### config.mk
export PLATFORM = sky130hd
export DESIGN_NAME = base64_decoder_core_flat
export DESIGN_NICKNAME = d
export VERILOG_FILES = /design/src/b64d_pkg.sv /design/src/b64d_req_if.sv /design/src/b64d_rsp_if.sv /design/src/b64d_front.sv /design/src/b64d_queue.sv /design/src/b64d_back.sv /design/src/base64_decoder_core.sv /design/src/flat_wrapper.sv
export VERILOG_INCLUDE_DIRS = /design/src /design/src/src
export SDC_FILE = /design/constraint.sdc
export NUM_CORES = 1
export LEC_CHECK = 0
export BUFFER_PORTS_ARGS = -buffer_cell sky130_fd_sc_hd__clkbuf_2
export CORE_AREA = 3 3 131 102
export CTS_BUF_LIST = sky130_fd_sc_hd__clkbuf_16
export CTS_CLUSTER_SIZE = 24
export DETAILED_ROUTE_END_ITERATION = 6
export DIE_AREA = 0 0 134 105
export PLACE_DENSITY = 0.78
export SKIP_LAST_GASP = 1
export SLEW_MARGIN = 20
export SYNTH_ARGS = -nofsm -noshare
export SYNTH_HDL_FRONTEND = slang
export SYNTH_SLANG_ARGS = --single-unit
### constraint.sdc
create_clock -name clock -period 5.9 [get_ports clock]
set_input_delay 0.59 -clock clock [delete_from_list [all_inputs] [get_ports clock]]
set_output_delay 0.59 -clock clock [all_outputs]
set_load 0.02 [all_outputs]
### src/base64_decoder_core_macros.svh
// Assertion macros shared by the base64 decoder RTL.
`ifndef BASE64_DECODER_CORE_MACROS_SVH
`define BASE64_DECODER_CORE_MACROS_SVH
`ifndef SYNTH
`define B64D_ASSERT(lbl, clk, rst, prop, msg) \
   lbl: assert property (@(posedge clk) disable iff (rst) (prop)) else $error(msg);
`define B64D_ASSERT_ALWAYS(lbl, clk, prop, msg) \
   lbl: assert property (@(posedge clk) (prop)) else $error(msg);
`else
`define B64D_ASSERT(lbl, clk, rst, prop, msg)
`define B64D_ASSERT_ALWAYS(lbl, clk, prop, msg)
`endif
`endif

### src/b64d_pkg.sv
// Types, constants and the alphabet lookup of the base64 decoder.
`default_nettype none
package b64d_pkg;

   localparam logic [7:0] UPPER_FIRST = 8'h41;
   localparam logic [7:0] UPPER_LAST  = 8'h5A;
   localparam logic [7:0] LOWER_FIRST = 8'h61;
   localparam logic [7:0] LOWER_LAST  = 8'h7A;
   localparam logic [7:0] DIGIT_FIRST = 8'h30;
   localparam logic [7:0] DIGIT_LAST  = 8'h39;
   localparam logic [7:0] PLUS_CHAR   = 8'h2B;
   localparam logic [7:0] SLASH_CHAR  = 8'h2F;
   localparam logic [5:0] LOWER_BASE  = 6'd26;
   localparam logic [5:0] DIGIT_BASE  = 6'd52;
   localparam logic [5:0] PLUS_CODE   = 6'd62;
   localparam logic [5:0] SLASH_CODE  = 6'd63;

   typedef struct packed {
      logic       valid;
      logic [5:0] value;
   } sextet_type;

   typedef struct packed {
      logic [2:0][7:0] bytes;
      logic [1:0]      count;
      logic            is_end;
   } job_type;

   function automatic sextet_type sextet_of(input logic [7:0] c);
      sextet_type s;
      s.valid = 1'b1;
      s.value = '0;
      unique case (c) inside
         [UPPER_FIRST:UPPER_LAST]: s.value = 6'(c - UPPER_FIRST);
         [LOWER_FIRST:LOWER_LAST]: s.value = 6'(c - LOWER_FIRST) + LOWER_BASE;
         [DIGIT_FIRST:DIGIT_LAST]: s.value = 6'(c - DIGIT_FIRST) + DIGIT_BASE;
         PLUS_CHAR:                s.value = PLUS_CODE;
         SLASH_CHAR:               s.value = SLASH_CODE;
         default:                  s.valid = 1'b0;
      endcase
      return s;
   endfunction

endpackage
`default_nettype wire

### src/b64d_req_if.sv
// Input channel interface: one text character per beat.
`default_nettype none
interface b64d_req_if;
   logic       valid;
   logic       ready;
   logic [7:0] text_char;
   logic       end_of_text;

   modport source (output valid, output text_char, output end_of_text, input ready);
   modport sink (input valid, input text_char, input end_of_text, output ready);
endinterface
`default_nettype wire

### src/b64d_rsp_if.sv
// Result channel interface: one decoded byte or end marker per beat.
`default_nettype none
interface b64d_rsp_if;
   logic       valid;
   logic       ready;
   logic [7:0] data_byte;
   logic       has_data;
   logic       run_last;
   logic       stream_done;

   modport source (output valid, output data_byte, output has_data, output run_last,
                   output stream_done, input ready);
   modport sink (input valid, input data_byte, input has_data, input run_last,
                 input stream_done, output ready);
endinterface
`default_nettype wire

### src/b64d_front.sv
// Front end: character lookup, group assembly and job generation.
`default_nettype none
module b64d_front (
   input  wire logic            clock,
   input  wire logic            reset,
   input  wire logic            accept,
   input  wire logic [7:0]      text_char,
   input  wire logic            end_of_text,
   output b64d_pkg::job_type    job,
   output logic                 push
);

   logic [2:0][5:0] store_ff, store_in;
   logic [1:0]      count_ff, count_in;
   logic            halted_ff, halted_in;

   b64d_pkg::sextet_type sx;
   logic [1:0]           cnt;
   logic [1:0]           n;
   logic [2:0][7:0]      bytes;

   always_comb begin
      sx       = b64d_pkg::sextet_of(text_char);
      store_in = store_ff;
      cnt      = count_ff;
      halted_in = halted_ff;
      n        = 2'd0;
      bytes    = '0;
      if (!halted_ff) begin
         if (sx.valid) begin
            if (count_ff == 2'd3) begin
               bytes[0] = {store_ff[0], store_ff[1][5:4]};
               bytes[1] = {store_ff[1][3:0], store_ff[2][5:2]};
               bytes[2] = {store_ff[2][1:0], sx.value};
               n        = 2'd3;
               cnt      = 2'd0;
            end else begin
               store_in[count_ff] = sx.value;
               cnt = count_ff + 2'd1;
            end
         end else begin
            halted_in = 1'b1;
         end
      end
      if ((halted_in && !halted_ff) || end_of_text) begin
         if (cnt >= 2'd2) begin
            bytes[0] = {store_in[0], store_in[1][5:4]};
            n = 2'd1;
         end
         if (cnt == 2'd3) begin
            bytes[1] = {store_in[1][3:0], store_in[2][5:2]};
            n = 2'd2;
         end
         cnt = 2'd0;
      end
      if (end_of_text) begin
         halted_in = 1'b0;
      end
      count_in   = cnt;
      job.bytes  = bytes;
      job.count  = n;
      job.is_end = end_of_text;
      push       = accept && ((n != 2'd0) || end_of_text);
   end

   always_ff @(posedge clock) begin
      if (reset) begin
         count_ff  <= 2'd0;
         halted_ff <= 1'b0;
      end else if (accept) begin
         count_ff  <= count_in;
         halted_ff <= halted_in;
      end
   end

   always_ff @(posedge clock) begin
      if (accept) begin
         store_ff <= store_in;
      end
   end

endmodule
`default_nettype wire

### src/b64d_queue.sv
// Job queue between the front end and the beat sequencer.
`default_nettype none
`include "base64_decoder_core_macros.svh"
module b64d_queue #(
   parameter int DEPTH = 4
) (
   input  wire logic              clock,
   input  wire logic              reset,
   input  wire logic              push,
   input  wire b64d_pkg::job_type push_job,
   input  wire logic              pop,
   output b64d_pkg::job_type      head_job,
   output logic                   empty,
   output logic                   full
);

   localparam int PTR_W = (DEPTH > 1) ? $clog2(DEPTH) : 1;
   localparam int CNT_W = $clog2(DEPTH + 1);
   localparam logic [PTR_W-1:0] LAST_PTR = PTR_W'(DEPTH - 1);
   localparam logic [CNT_W-1:0] FULL_CNT = CNT_W'(DEPTH);

   b64d_pkg::job_type slots_ff [DEPTH];
   logic [PTR_W-1:0]  wr_ff, wr_in, rd_ff, rd_in;
   logic [CNT_W-1:0]  cnt_ff, cnt_in;

   assign empty    = (cnt_ff == '0);
   assign full     = (cnt_ff == FULL_CNT);
   assign head_job = slots_ff[rd_ff];

   always_comb begin
      wr_in  = wr_ff;
      rd_in  = rd_ff;
      cnt_in = cnt_ff;
      if (push) begin
         wr_in = (wr_ff == LAST_PTR) ? '0 : wr_ff + PTR_W'(1);
      end
      if (pop) begin
         rd_in = (rd_ff == LAST_PTR) ? '0 : rd_ff + PTR_W'(1);
      end
      if (push && !pop) begin
         cnt_in = cnt_ff + CNT_W'(1);
      end else if (pop && !push) begin
         cnt_in = cnt_ff - CNT_W'(1);
      end
   end

   always_ff @(posedge clock) begin
      if (reset) begin
         wr_ff  <= '0;
         rd_ff  <= '0;
         cnt_ff <= '0;
      end else begin
         wr_ff  <= wr_in;
         rd_ff  <= rd_in;
         cnt_ff <= cnt_in;
      end
   end

   always_ff @(posedge clock) begin
      if (push) begin
         slots_ff[wr_ff] <= push_job;
      end
   end

   `B64D_ASSERT(a_no_overflow, clock, reset, !(push && full && !pop), "push into full queue")
   `B64D_ASSERT(a_no_underflow, clock, reset, !(pop && empty), "pop from empty queue")
   `B64D_ASSERT(a_count_step, clock, reset, (!$past(reset) && $past(push) && !$past(pop)) |-> (cnt_ff == $past(cnt_ff) + CNT_W'(1)), "queue count did not advance on push")
   `B64D_ASSERT_ALWAYS(a_reset_empty, clock, $past(reset) |-> empty, "queue not empty after reset")

endmodule
`default_nettype wire

### src/b64d_back.sv
// Back end: splits each job into result beats.
`default_nettype none
`include "base64_decoder_core_macros.svh"
module b64d_back (
   input  wire logic              clock,
   input  wire logic              reset,
   input  wire b64d_pkg::job_type head_job,
   input  wire logic              empty,
   output logic                   pop,
   b64d_rsp_if.source             rsp_bus
);

   logic [1:0] idx_ff, idx_in;
   logic       marker;
   logic       last;
   logic       beat;

   always_comb begin
      marker = (head_job.count == 2'd0);
      last   = marker || (idx_ff == (head_job.count - 2'd1));
      beat   = rsp_bus.valid && rsp_bus.ready;
      pop    = beat && last;
      idx_in = idx_ff;
      if (beat) begin
         idx_in = last ? 2'd0 : idx_ff + 2'd1;
      end
   end

   always_comb begin
      rsp_bus.valid       = !empty;
      rsp_bus.has_data    = !marker;
      rsp_bus.run_last    = last;
      rsp_bus.stream_done = last && head_job.is_end;
      case (idx_ff)
         2'd0:    rsp_bus.data_byte = head_job.bytes[0];
         2'd1:    rsp_bus.data_byte = head_job.bytes[1];
         default: rsp_bus.data_byte = head_job.bytes[2];
      endcase
      if (marker) begin
         rsp_bus.data_byte = 8'h00;
      end
   end

   always_ff @(posedge clock) begin
      if (reset) begin
         idx_ff <= 2'd0;
      end else begin
         idx_ff <= idx_in;
      end
   end

   `B64D_ASSERT(a_idx_in_range, clock, reset, !rsp_bus.valid || marker || (idx_ff < head_job.count), "beat index beyond job")
   `B64D_ASSERT(a_done_implies_last, clock, reset, !rsp_bus.valid || !rsp_bus.stream_done || rsp_bus.run_last, "stream end without item end")
   `B64D_ASSERT(a_idx_zero_when_empty, clock, reset, empty |-> (idx_ff == 2'd0), "beat index left over with no job")

endmodule
`default_nettype wire

### src/base64_decoder_core.sv
// Top level of the streaming base64 decoder.
//
// The req_bus channel takes one character per beat, with end_of_text set on
// the last character of a stream. The rsp_bus channel gives one decoded byte
// per beat, or an end marker with has_data low when the end character makes
// no byte. run_last flags the last beat caused by a character, and
// stream_done flags the final beat of a stream.
// A character is accepted in every cycle while the job queue has room. Each
// character makes zero to three result beats, shown once its job heads the
// queue; the output side moves one beat per cycle while rsp_bus.ready is
// high, so a completed four-character group yields three output beats.
// The QUEUE_DEPTH-entry job queue parts the two sides. When the receiver
// stalls, beats hold steady and characters are still taken until the queue
// fills; req_bus.ready then drops.
// Synchronous reset empties the queue, clears the group count and resumes
// decoding; no beat is offered once reset has been sampled.
`default_nettype none
module base64_decoder_core #(
   parameter int QUEUE_DEPTH = 4
) (
   input  wire logic  clock,
   input  wire logic  reset,
   b64d_req_if.sink   req_bus,
   b64d_rsp_if.source rsp_bus
);

   b64d_pkg::job_type push_job, head_job;
   logic              push, pop, empty, full, accept;

   assign req_bus.ready = !full;
   assign accept        = req_bus.valid && req_bus.ready;

   b64d_front u_front (
      .clock       (clock),
      .reset       (reset),
      .accept      (accept),
      .text_char   (req_bus.text_char),
      .end_of_text (req_bus.end_of_text),
      .job         (push_job),
      .push        (push)
   );

   b64d_queue #(
      .DEPTH (QUEUE_DEPTH)
   ) u_queue (
      .clock    (clock),
      .reset    (reset),
      .push     (push),
      .push_job (push_job),
      .pop      (pop),
      .head_job (head_job),
      .empty    (empty),
      .full     (full)
   );

   b64d_back u_back (
      .clock    (clock),
      .reset    (reset),
      .head_job (head_job),
      .empty    (empty),
      .pop      (pop),
      .rsp_bus  (rsp_bus)
   );

endmodule
`default_nettype wire
### src/flat_wrapper.sv
// flat-port wrapper written by rule: the top's interface ports become plain ports
module base64_decoder_core_flat 
#(
   parameter int QUEUE_DEPTH = 4
)
  (clock, reset, req_bus_valid, req_bus_text_char, req_bus_end_of_text, req_bus_ready, rsp_bus_valid, rsp_bus_data_byte, rsp_bus_has_data, rsp_bus_run_last, rsp_bus_stream_done, rsp_bus_ready);
  b64d_req_if req_bus_i ();
  b64d_rsp_if rsp_bus_i ();
  input  wire logic clock;
  input  wire logic reset;
  input wire logic [$bits(req_bus_i.valid)-1:0] req_bus_valid;
  input wire logic [$bits(req_bus_i.text_char)-1:0] req_bus_text_char;
  input wire logic [$bits(req_bus_i.end_of_text)-1:0] req_bus_end_of_text;
  output wire logic [$bits(req_bus_i.ready)-1:0] req_bus_ready;
  output wire logic [$bits(rsp_bus_i.valid)-1:0] rsp_bus_valid;
  output wire logic [$bits(rsp_bus_i.data_byte)-1:0] rsp_bus_data_byte;
  output wire logic [$bits(rsp_bus_i.has_data)-1:0] rsp_bus_has_data;
  output wire logic [$bits(rsp_bus_i.run_last)-1:0] rsp_bus_run_last;
  output wire logic [$bits(rsp_bus_i.stream_done)-1:0] rsp_bus_stream_done;
  input wire logic [$bits(rsp_bus_i.ready)-1:0] rsp_bus_ready;
  assign req_bus_i.valid = req_bus_valid;
  assign req_bus_i.text_char = req_bus_text_char;
  assign req_bus_i.end_of_text = req_bus_end_of_text;
  assign req_bus_ready = req_bus_i.ready;
  assign rsp_bus_valid = rsp_bus_i.valid;
  assign rsp_bus_data_byte = rsp_bus_i.data_byte;
  assign rsp_bus_has_data = rsp_bus_i.has_data;
  assign rsp_bus_run_last = rsp_bus_i.run_last;
  assign rsp_bus_stream_done = rsp_bus_i.stream_done;
  assign rsp_bus_i.ready = rsp_bus_ready;
  base64_decoder_core #(.QUEUE_DEPTH(QUEUE_DEPTH)) u_core (.clock(clock), .reset(reset), .req_bus(req_bus_i), .rsp_bus(rsp_bus_i));
endmodule
==> Word level (Yosys, flattened, before mapping) <==
Memory sizes are Yosys's and may differ from the RTL's. A register that Yosys moved wholly into a read port is not among the register bits.
Cells that the tools add are included.
{ "totals": {"regBits": 30, "latch_bits": 0, "mem_bits_rw": 108, "romBits": 0, "input_bits": 13, "out_inout_bits": 13, "elab_cells": 109, "memories": 1} }
{ "mem_list": {"columns": ["name", "depth", "width", "rd", "rd_ports_with_merged_regs", "wr", "line_no", "source"], "rows": [
  ["u_core.u_queue.slots_ff", 4, 27, 1, 1, 1, "b64d_queue.sv:22", "b64d_pkg::job_type slots_ff [DEPTH];"]
]} }
{ "op_classes": {"addsub": 12, "multipliers": 0, "div": 0, "n_lt_le_gt_ge": 9, "n_eq_ne": 9, "n_shift": 0, "mux": 38, "n_bitwise": 2, "n_reduce_logical": 28} }
{ "ops": {"columns": ["op", "count"], "rows": [
  ["$mux 24", 3],
  ["$mux 18", 3],
  ["$mux 2", 15],
  ["$pmux 6 s5", 1],
  ["$mux 8", 3],
  ["$bwmux 18", 1],
  ["$eq 8x6->1 const B", 2],
  ["$ge 8x7->1 const B", 2],
  ["$le 8x7->1 const B", 2],
  ["$mux 16", 1],
  ["$pmux 8 s2", 1],
  ["$demux 6 s2", 1],
  ["$logic_and 1x1->1", 12],
  ["$sub 6x6->6 const B", 2],
  ["$add 2x1->2 const B", 4],
  ["$eq 2x2->1 const B", 4],
  ["$ge 8x6->1 const B", 1],
  ["$le 8x6->1 const B", 1],
  ["$add 6x5->6 const B", 1],
  ["$add 6x6->6 const B", 1],
  ["$logic_not 1->1", 6],
  ["$mux 1", 6],
  ["$mux 3", 2],
  ["$mux 6", 1],
  ["other kinds (17)", 22]
]} }

==> Logic depth before layout (Yosys ltp) <==
{ "depth": {"ltp_word": 17, "mapped_depth": 15, "ltp_nobuf": 13} }

==> Modules after synthesis <==
Synthesis repeated with hierarchy kept, for this count alone.
{ "unflattened": {"cells_unflattened": 460, "hier_area_um2": 6739.0} }
{ "by_module_without_submodules": {"columns": ["module", "instances", "cells_each", "area_each_um2", "seq_area_each_um2"], "rows": [
  ["b64d_queue", 1, 185, 4384.2, 3423.3],
  ["b64d_front", 1, 222, 1985.7, 600.6],
  ["b64d_back", 1, 51, 359.1, 40.0],
  ["base64_decoder_core", 1, 2, 10.0, 0.0]
]} }

==> Least setup slack after synthesis <==
OpenSTA, ideal clock, no wires.
{ "synth_path": {"path_type": "reg2reg", "startpoint": "register (tool-made name)", "endpoint": "register u_core.u_queue.cnt_ff[2]", "setup_ps": 71, "t_arrival_ps": 3437, "required_ps": 5829, "setup_slack_ps": 2393, "stages_incl_launch_ff": 16, "n_path_buf": 2, "period_less_slack_ps": 3507, "cell_sequence": "dfxtp_1 buf_2 buf_2 mux4_2 inv_1 ha_1 xor2_1 a21oi_1 nor2_1 inv_1 ha_1 inv_1 fa_1 xor2_1 or3_1 a21oi_1"} }
{ "synth_lines": {"columns": ["element", "line_no", "source"], "rows": [
  ["to (signal assigned)", "b64d_queue.sv:55", "cnt_ff <= cnt_in;"],
  ["to (decl)", "b64d_queue.sv:24", "logic [CNT_W-1:0] cnt_ff, cnt_in;"]
]} }

==> flow_summary.json <==
{
  "drive_gt1_share_pct": 20.3,
  "drt-wirelength-per-cell_um": 22.1,
  "synth_seq_cells": 140,
  "hold_viol_final": 0,
  "setup.worst_path.class": "flip-flop to flip-flop",
  "drt_first_iter_violations": 363,
  "async_reset_ff_share_pct": 0,
  "clk_latency_ps": 410,
  "status": "completed",
  "crit_family": "flip-flops",
  "cp-end-kind": "flip-flop",
  "clock_sinks": 140,
  "hpwl_um": 9130,
  "power.density_mw_per_mm2": 384,
  "fill_cells": 907,
  "rsz0062_at_grt": "no",
  "cap_violations": 0,
  "worst_path_most_repeated_cell": "inv_1",
  "wl_um": 14800,
  "drt_first_pass_iters": 5,
  "max_freq_ghz": 0.248,
  "m1WireLength_um": 6100,
  "hold_class": "input port to flip-flop",
  "dr_wl_met3_um": 999,
  "antenna_left": 0,
  "finalMaxSlewViolations": 0,
  "ys_warn_count": 0,
  "fin_skew_ps": 11.6,
  "synth_edf_count": 126,
  "tightestPinTransition_ps": 980,
  "fin_tns_setup_ps": 0,
  "cts_made_buffers": 17,
  "nets": 525,
  "ctsHoldBuffers": 0,
  "start_kind": "flip-flop",
  "netlist-cell-type-count": 65,
  "power_leakage_nw": 2.48,
  "num_vias": 4132,
  "drcViolationCount": 0,
  "met2_length_um": 7410,
  "syn_inst": 461,
  "worstPathRequired_ps": 6250,
  "vias_per_cell": 6.18,
  "initial_utilization_pct": 54.7,
  "max_stage_delay_ps": 970,
  "fin_crit_sh_pct": 68.5,
  "track_usage_pct": 21.7,
  "syn-cell-area_mm2": 0.00664,
  "core_area_mm2": 0.0121,
  "cp_cell_sequence": "mux4_2 > inv_1 > ha_1 > xor2_1 > a21oi_1 > nor2_1 > inv_1 > ha_1 > inv_1 > fa_1 > xor2_1 > or3_1 > a21oi_1",
  "syn_area_per_cell_um2": 14.4,
  "cts.reportedPaths.clkPinSlew_ps": 60,
  "antenna_found_initial": 0,
  "antennaDiodeCount": 0,
  "rows": 35,
  "cts_setup_buffers": 0,
  "overflow": 0,
  "period_needed_ps": 4040,
  "final_core_util_pct": 61.8,
  "h-tree-depth": 4,
  "pin_count": 26,
  "maxUsedRoutingLayer": "met4",
  "grt_pass1_wl_um": 22800,
  "cts_tree": "yes",
  "syn_to_final_growth_pct": 12.9,
  "fp.dieArea_mm2": 0.0141,
  "synth-main-ff-cell": "edfxtp_1",
  "ir_drop_mv": 0.244,
  "cts_resized": 0,
  "crit_fanout": 27,
  "yosysSeqAreaShare_pct": 61.2,
  "cts_root_buf": "clkbuf_16",
  "die_h_um": 105,
  "synth_nets": 496,
  "critical_path_arrival_ps": 4390,
  "cp_num_buf_inv": 3,
  "setup_viol": 0,
  "grt_max_degree": 28,
  "die_x_um": 134,
  "slowest_stage": "dfxtp_2",
  "place.gp.congestion": 0.817,
  "grt_pass1_vias": 4066,
  "relSlewSlack_pct": 34.7,
  "portBuffers": 25,
  "clock_path_buffers": 2
}
==> layer usage <==
metal / vias up / track usage, %
li1: 1875 / -
met1: 2068 / 28.6
met2: 165 / 36.0
met3: 24 / 4.91
met4: 0 / 7.05
met5: - / 0
==> kinds of logic (layout without fill, tap and decap cells) <==
group | count (synthesis) | in the layout | share of synthesized area [%]
DFF | 140 | 140 | 61.2
and+or+nand+nor | 116 | 116 | 9.28
AOI/OAI and AO/OA | 98 | 98 | 10.8
buffers and inverters | 41 | 83 | 2.70
muxes | 39 | 39 | 11.1
adders and majority gates | 22 | 22 | 4.26
xor gates and xnor gates | 5 | 5 | 0.660
==> worst paths after layout <==
| check | from | to | slack (ps) | cells past startpoint |
|---|---|---|---|---|
| max | flip-flop | u_core.u_queue.cnt_ff[2]$_SDFFE_PP0P_ | 1860 | 13 |
| min | rsp_bus_ready | u_core.u_back.idx_ff[1]$_SDFFE_PP0P_ | 460 | 3 |
| max reg2reg | flip-flop | u_core.u_queue.cnt_ff[2]$_SDFFE_PP0P_ | 1860 | 13 |
| min reg2reg | u_core.u_back.idx_ff[0]$_SDFFE_PP0P_ | u_core.u_back.idx_ff[0]$_SDFFE_PP0P_ | 490 | 2 |
==> cells in the final DEF (no fill, tap or decap), types with 8 or more instances in the layout <==
cell type and n:
a21oi_1 28, a22oi_1 9, and2_1 8, clkbuf_16 17, clkbuf_2 25, dfxtp_1 13, edfxtp_1 126, ha_1 21
inv_1 21, mux4_2 27, nand2_1 24, nand3_1 9, nor2_1 26, nor3_1 8, o21ai_0 9, o2bb2ai_1 11
==> state kept, by name, summed over array words and instances, names as in the netlist, named ones only <==
| name | flops |
|---|---|
| u_core.u_back.idx_ff | 2 |
| u_core.u_front.count_ff | 2 |
| u_core.u_front.halted_ff | 1 |
| u_core.u_front.store_ff | 16 |
| u_core.u_queue.cnt_ff | 3 |
| u_core.u_queue.rd_ff | 2 |
| u_core.u_queue.slots_ff | 108 |
| u_core.u_queue.wr_ff | 2 |
==> tightest hold or removal path: cells and delay by family <==
family / cells / cell delay (ps)
compound gates: 1 / 50
simple gates: 1 / 80
buf+inv: 1 / 100
==> final cells by class <==
| type | count | area (um2) | area share [%] |
|---|---|---|---|
| Tap cell | 166 | 208 | 2.77 |
| Multi-Input combinational cell | 280 | 2390 | 31.9 |
| Inverter | 21 | 78.8 | 1.05 |
| Clock buffer | 17 | 425 | 5.68 |
| Timing Repair Buffer | 30 | 163 | 2.17 |
| Sequential cell | 140 | 4070 | 54.3 |
| Clock inverter | 15 | 160 | 2.14 |
==> per-stage QoR <==
step / std cells / setup WS [ps] / instance area, um2 / total power, mW / hold slack [ps]
4_1_cts: 669 / 1820 / 7490 / 2.89 / 455
2_1_floorplan: 461 / 2390 / 6640 / 1.67 / 448
3_3_place_gp: 637 / 1980 / 6910 / 1.81 / 468
5_1_grt: 669 / 1470 / 7490 / 2.99 / 478
3_5_place_dp: 637 / 1890 / 6910 / 1.84 / 481
6_report: 669 / 1860 / 7490 / 2.88 / 458
==> where the power goes <==
| part | total, mW | internal [mW] | leakage, nW | switching, mW |
|---|---|---|---|---|
| Sequential | 1.25 | 1.17 | 1.21 | 0.0781 |
| Combinational | 0.582 | 0.237 | 1.00 | 0.345 |
| Clock | 1.05 | 0.627 | 0.275 | 0.420 |
==> synthesized netlist by cell type (4+ instances only) <==
cell type / number / area share, %
buf_2: 8 / 0.60
clkbuf_1: 8 / 0.45
inv_1: 21 / 1.2
mux2_1: 4 / 0.68
ha_1: 21 / 4.0
o2bb2ai_1: 11 / 1.5
and2_1: 8 / 0.75
nor3_1: 8 / 0.60
a21oi_1: 28 / 2.1
nor2_1: 26 / 1.5
a22oi_1: 9 / 1.0
mux4_2: 27 / 9.2
dfxtp_1: 14 / 4.2
nand2_1: 24 / 1.4
a22o_1: 6 / 0.79
nor2b_1: 7 / 0.66
o22ai_1: 5 / 0.47
and3_1: 7 / 0.66
nand3_1: 9 / 0.68
mux2i_1: 6 / 0.91
edfxtp_1: 126 / 57
nand2b_1: 5 / 0.47
o21ai_0: 9 / 0.68
nand4_1: 4 / 0.38
Note: power is estimated with default switching activity, not from simulation.
